File: config.mk
export PLATFORM = sky130hd
export DESIGN_NAME = pip_dp
export DESIGN_NICKNAME = d
export VERILOG_FILES = /design/src/design/pip_pkg.sv /design/src/design/pip_dp.sv
export SDC_FILE = /design/constraint.sdc
export NUM_CORES = 2
export LEC_CHECK = 0
export ABC_AREA = 1
export ABC_CLOCK_PERIOD_IN_PS = 7980
export BUFFER_PORTS_ARGS = -buffer_cell sky130_fd_sc_hd__buf_2
export CORE_MARGIN = 8
export CORE_UTILIZATION = 55
export DETAILED_ROUTE_END_ITERATION = 8
export PLACE_DENSITY_LB_ADDON = 0.1
export SLEW_MARGIN = 25
export SYNTH_ARGS = -nofsm -noshare
export SYNTH_HDL_FRONTEND = slang
export SYNTH_SLANG_ARGS = --single-unit
File: constraint.sdc
create_clock -name clk -period 7.98 [get_ports clk]
set_clock_uncertainty 0.2 [all_clocks]
set_input_delay 1.995 -clock clk [delete_from_list [all_inputs] [get_ports clk]]
set_output_delay 1.995 -clock clk [all_outputs]
set_load 0.05 [all_outputs]
File: src/design/pip_pkg.sv
// ----------------------------------------------------------------------------
// pip_pkg: shared definitions for the point-in-polygon block
// Sizes, command codes, controller states and the control and status
// bundles between the controller and the datapath.
// ----------------------------------------------------------------------------
package pip_pkg;

	// Table depth and the widths that follow from it.
	localparam int MAX_VERTICES = 64;
	localparam int IDX_W        = $clog2(MAX_VERTICES);

	// Fixed field widths.
	localparam int CNT_W   = 7;
	localparam int SLOT_W  = 6;
	localparam int COORD_W = 16;
	localparam int DIFF_W  = COORD_W + 1;
	localparam int PROD_W  = 2 * DIFF_W;

	// Cycles between the last table read and a settled parity bit.
	localparam int DRAIN_CYC = 3;
	localparam int DRAIN_W   = $clog2(DRAIN_CYC);

	// Input command codes.
	localparam logic CMD_WRITE = 1'b0;
	localparam logic CMD_QUERY = 1'b1;

	// Controller states.
	typedef enum logic [2:0] {
		ST_IDLE,
		ST_LOAD,
		ST_WALK,
		ST_DRAIN,
		ST_FINISH
	} state_t;

	// Commands from the controller to the datapath.
	typedef struct packed {
		logic             wr_en;
		logic             query_start;
		logic             rd_en;
		logic [IDX_W-1:0] rd_addr;
		logic             load_prev;
		logic             edge_rd;
		logic             out_load;
	} ctrl_t;

	// Status from the datapath to the controller.
	typedef struct packed {
		logic             cnt_zero;
		logic [IDX_W-1:0] last_idx;
		logic             out_full;
	} stat_t;

endpackage

File: src/design/pip_dp.sv
// ----------------------------------------------------------------------------
// pip_dp: datapath for the point-in-polygon block
// Vertex table, vertex count register, a three-stage edge crossing pipe
// (differences, products, compare) with the parity bit, and the result
// register.
// ----------------------------------------------------------------------------
module pip_dp (
	input  logic                                clk,
	input  logic                                arst_n,
	input  logic                                cfg_we,
	input  logic [pip_pkg::CNT_W-1:0]           cfg_wdata,
	input  logic [pip_pkg::SLOT_W-1:0]          vertex_index,
	input  logic signed [pip_pkg::COORD_W-1:0]  coord_x,
	input  logic signed [pip_pkg::COORD_W-1:0]  coord_y,
	input  logic                                out_stall,
	input  pip_pkg::ctrl_t                      ctrl,
	output pip_pkg::stat_t                      stat,
	output logic                                out_valid,
	output logic                                inside_res
);

	// Vertex table, x in the upper half and y in the lower half.
	logic [2*pip_pkg::COORD_W-1:0] vtx_mem [pip_pkg::MAX_VERTICES];

	logic [pip_pkg::CNT_W-1:0]          vertex_count_q;
	logic [pip_pkg::CNT_W-1:0]          n_eff;
	logic signed [pip_pkg::COORD_W-1:0] px_q, py_q;
	logic signed [pip_pkg::COORD_W-1:0] ax_q, ay_q;
	logic signed [pip_pkg::COORD_W-1:0] bx_s1, by_s1;
	logic                               load_s1, edge_s1;
	logic signed [pip_pkg::DIFF_W-1:0]  dxp_s2, dy_s2, dyp_s2, dbx_s2;
	logic                               up_s2, span_s2, edge_s2;
	logic signed [pip_pkg::PROD_W-1:0]  lhs_s3, rhs_s3;
	logic                               up_s3, span_s3, edge_s3;
	logic                               parity_q;
	logic                               out_valid_q, inside_q;
	logic                               slot_ok;
	logic                               up_c, span_up_c, span_dn_c, cross_c;

	// Count clamped to the table depth, and the status for the sequencer.
	always_comb begin
		if (32'(vertex_count_q) > pip_pkg::MAX_VERTICES) begin
			n_eff = pip_pkg::CNT_W'(pip_pkg::MAX_VERTICES);
		end else begin
			n_eff = vertex_count_q;
		end
		stat.cnt_zero = (n_eff == '0);
		stat.last_idx = pip_pkg::IDX_W'(n_eff - 1'b1);
		stat.out_full = out_valid_q;
	end

	assign slot_ok = (32'(vertex_index) < pip_pkg::MAX_VERTICES);

	// Configuration register.
	always_ff @(posedge clk or negedge arst_n) begin
		if (!arst_n) begin
			vertex_count_q <= '0;
		end else if (cfg_we) begin
			vertex_count_q <= cfg_wdata;
		end
	end

	// Table write and registered read.
	always_ff @(posedge clk) begin
		if (ctrl.wr_en && slot_ok) begin
			vtx_mem[pip_pkg::IDX_W'(vertex_index)] <= {coord_x, coord_y};
		end
		if (ctrl.rd_en) begin
			{bx_s1, by_s1} <= vtx_mem[ctrl.rd_addr];
		end
	end

	// Query point capture.
	always_ff @(posedge clk) begin
		if (ctrl.query_start) begin
			px_q <= coord_x;
			py_q <= coord_y;
		end
	end

	// Direction and y range of the current edge.
	assign up_c      = (by_s1 > ay_q);
	assign span_up_c = (py_q >= ay_q) && (py_q < by_s1);
	assign span_dn_c = (py_q < ay_q) && (py_q >= by_s1);

	// Stage one: previous vertex tracking and edge differences.
	always_ff @(posedge clk) begin
		if (load_s1 || edge_s1) begin
			ax_q <= bx_s1;
			ay_q <= by_s1;
		end
		if (edge_s1) begin
			dxp_s2  <= pip_pkg::DIFF_W'(px_q) - pip_pkg::DIFF_W'(ax_q);
			dy_s2   <= pip_pkg::DIFF_W'(by_s1) - pip_pkg::DIFF_W'(ay_q);
			dyp_s2  <= pip_pkg::DIFF_W'(py_q) - pip_pkg::DIFF_W'(ay_q);
			dbx_s2  <= pip_pkg::DIFF_W'(bx_s1) - pip_pkg::DIFF_W'(ax_q);
			up_s2   <= up_c;
			span_s2 <= up_c ? span_up_c : span_dn_c;
		end
	end

	// Stage two: the two cross products.
	always_ff @(posedge clk) begin
		if (edge_s2) begin
			lhs_s3  <= dxp_s2 * dy_s2;
			rhs_s3  <= dyp_s2 * dbx_s2;
			up_s3   <= up_s2;
			span_s3 <= span_s2;
		end
	end

	// Stage three: crossing decision.
	assign cross_c = span_s3 && (up_s3 ? (lhs_s3 <= rhs_s3) : (lhs_s3 >= rhs_s3));

	// Pipeline beat tags, parity and result register.
	always_ff @(posedge clk or negedge arst_n) begin
		if (!arst_n) begin
			load_s1     <= 1'b0;
			edge_s1     <= 1'b0;
			edge_s2     <= 1'b0;
			edge_s3     <= 1'b0;
			parity_q    <= 1'b0;
			out_valid_q <= 1'b0;
			inside_q    <= 1'b0;
		end else begin
			load_s1 <= ctrl.load_prev;
			edge_s1 <= ctrl.edge_rd;
			edge_s2 <= edge_s1;
			edge_s3 <= edge_s2;
			if (ctrl.query_start) begin
				parity_q <= 1'b0;
			end else if (edge_s3 && cross_c) begin
				parity_q <= !parity_q;
			end
			if (ctrl.out_load) begin
				out_valid_q <= 1'b1;
				inside_q    <= parity_q;
			end else if (!out_stall) begin
				out_valid_q <= 1'b0;
			end
		end
	end

	assign out_valid  = out_valid_q;
	assign inside_res = inside_q;

endmodule

==> results.py <==
metrics = {
    "global_route": {
        "antenna_found_initial": 28,
        "grt_pass1_wl_um": 477000,
        "gr-total-overflow": 0,
        "grt_max_degree": 169,
        "first_global_vias": 74500,
        "grt_util_met1": 0.389,
        "grt_util_met3": 0.0431,
        "grt_usage": 0.283,
        "grt-busiest-layer": "met2",
        "use_met2": 0.456,
    },
    "placement": {
        "placed_cell_area_um2": 119000,
        "dp_cells": 12400,
        "place.gp.congestion": 0.901,
        "place_ws_ns": 1.32,
        "port_buffers": 70,
        "dpl.hpwl_um": 197000,
    },
    "finish": {
        "num-nets-final": 10800,
        "area_growth_pct": 9.53,
        "layout-drive-gt1-share": 0.0643,
        "layoutNonFillerInstCount": 12900,
        "design_area_um2": 126000,
    },
    "timing": {
        "fin_crit_sh": 0.841,
        "hold_viol_final": 0,
        "maxSlewHeadroom": 0.281,
        "finalSetupViolCount": 0,
        "rsz0062_at_grt": "no",
        "min_period_ns": 6.71,
        "worst_slack_ns": 1.27,
        "finalMaxSlewViolations": 0,
        "fmax_mhz": 149,
        "tightest_slew_ns": 1.08,
        "setup-tns-final_ns": 0,
    },
    "setup_path": {
        "critPathRequiredTime_ns": 8.35,
        "arrival_ns": 7.07,
        "crit_fanout": 17,
        "critPathKind": "reg2reg",
        "critPathCaptureType": "register",
        "r2r_slack_ns": 1.27,
        "cp-start-kind": "register",
    },
    "clocking": {
        "htree_levels": 4,
        "clk_pin_slew_ns": 0.06,
        "holdBufCountCts": 0,
        "cts_tree": "built",
        "numCtsBuffers": 229,
        "cts_resized": 0,
        "clkSinkCount": 2298,
        "worstSkewPairLatency_ns": 0.93,
        "root_buffer": "clkbuf_16",
        "clk_path_buf_depth": 3,
        "postCtsSetupBuffers": 0,
    },
    "yosys": {
        "synth_commonest_cells": "edfxtp_1 (2284), nor2_1 (1292), nand2_1 (1191)",
        "synth.cell_area_um2": 115000,
        "synth_seq_area_share": 0.598,
        "synth_top_cell_by_area": "edfxtp_1",
        "synth_enable_flop_cells": 2284,
        "yosysWarnings": 0,
        "yosys-top-cells-area": "edfxtp_1 (59%), fa_1 (10%), o21ai_0 (4.8%), nor2_1 (4.2%), nand2_1 (3.9%)",
        "synth_top_area_share": 0.595,
        "avgSynthCellArea_um2": 11.6,
        "synth_cells": 9975,
        "syn_nets": 10900,
        "ys_types": 46,
        "ys_ff_latch": 2298,
        "async_reset_ff_frac": 0.00609,
        "synth_flop_cell": "edfxtp_1",
        "synth.most_common_cell": "edfxtp_1",
    },
    "route": {
        "wl_per_cell_um": 25.1,
        "drc": 0,
        "dr.first_iter.drc_count": 9359,
        "ant_nets": 0,
        "avgViaCountPerCell": 5.91,
        "firstDrtPassIters": 6,
        "routed_wl_um": 323000,
        "vias": 76200,
    },
    "floorplan": {
        "start_util": 0.552,
        "rows": 168,
        "core_um2": 209000,
        "die-area_um2": 225000,
        "die_width_um": 474,
        "ios": 71,
        "die_h_um": 474,
    },
    "job": {
        "maxCapViolCount": 0,
    },
    "status": {
        "status": "completed",
    },
    "hold_path": {
        "min_path_type": "reg2reg",
    },
}
## logic make-up after synthesis
kind of cell             after synthesis  synth area share
adder cells (fa/ha/maj)              884             0.135
buffers and inverters               1698            0.0597
AO/OA/AOI/OAI                       2037            0.0964
XOR/XNOR                             135            0.0103
AND/OR/NAND/NOR                     2923             0.101
flip-flops                          2298             0.598
## metal layers
metal  routed length (um)  part of all wire
met5                   69           0.00021
met2               152000              0.47
met4                14000             0.043
met3                27300             0.085
met1               130000              0.40
## worst max-delay path, stage by stage, from the launching register on
cell	delay, ns
edfxtp_1	0.90
nand2_1	0.10
inv_1	0.11
fa_1	0.45
inv_1	0.09
fa_1	0.43
fa_1	0.50
fa_1	0.54
inv_1	0.05
fa_1	0.48
inv_1	0.05
fa_1	0.47
inv_1	0.04
ha_1	0.35
nand2_1	0.12
nor2_1	0.31
nand3_1	0.12
nand3_1	0.24
a21oi_1	0.16
o21ai_0	0.27
xor2_1	0.44
## worst paths after layout
path,startpoint,endpoint,cells after the start
hold / removal,span_s2,span_s3,0
min in group asynchronous,arst_n,vertex_count_q[2],1
setup / recovery,dy_s2[6],lhs_s3[23],20
max in group asynchronous,arst_n,edge_s2,1
setup reg to reg,dy_s2[6],lhs_s3[23],20
hold reg to reg,span_s2,span_s3,0
## cells in the final DEF (no fill, tap or decap), types with 22 or more instances in the layout
master and count:
inv_1 1108, nand4_1 35, ha_1 288, fa_1 596
nand2_1 1191, clkbuf_1 44, o21ai_0 1112, clkbuf_16 229
o21ai_1 101, bufinv_16 25, buf_4 146, edfxtp_1 2284
xor2_1 86, a21oi_1 184, nor2_1 1236, nand3_1 328
o22ai_1 554, buf_2 65, xnor2_1 49, clkinv_1 60
nor2_4 56, clkinv_2 39, o21bai_1 22
## layout make-up
cell class,instances,area (um2)
fillers,16800,82700
repair buffers,240,2020
inverters,1114,4230
multi-input cells,5979,40000
clock inverters,153,1700
clock buffers,273,5900
flip-flops and latches,2298,68900
well taps,2805,3510
diodes,16,40.0
## through the flow
| step | utilization | hold slack, ns |
|---|---|---|
| 3_5_place_dp | 0.568 | 0.207 |
| 6_report | 0.604 | 0.221 |
| 2_1_floorplan | - | 0.200 |
| 4_1_cts | 0.604 | 0.222 |
| 5_1_grt | 0.604 | 0.227 |
| 3_3_place_gp | 0.567 | 0.206 |
## flip-flops by register name, indices dropped and copies added (netlist names), 17 cells and up
name     flops
dxp_s2      17
dbx_s2      17
lhs_s3      34
dy_s2       17
vtx_mem   2048
rhs_s3      34
dyp_s2      17
Power is not shown: default switching activity piles up to over one toggle a cycle in this logic, so the estimate is an artifact.
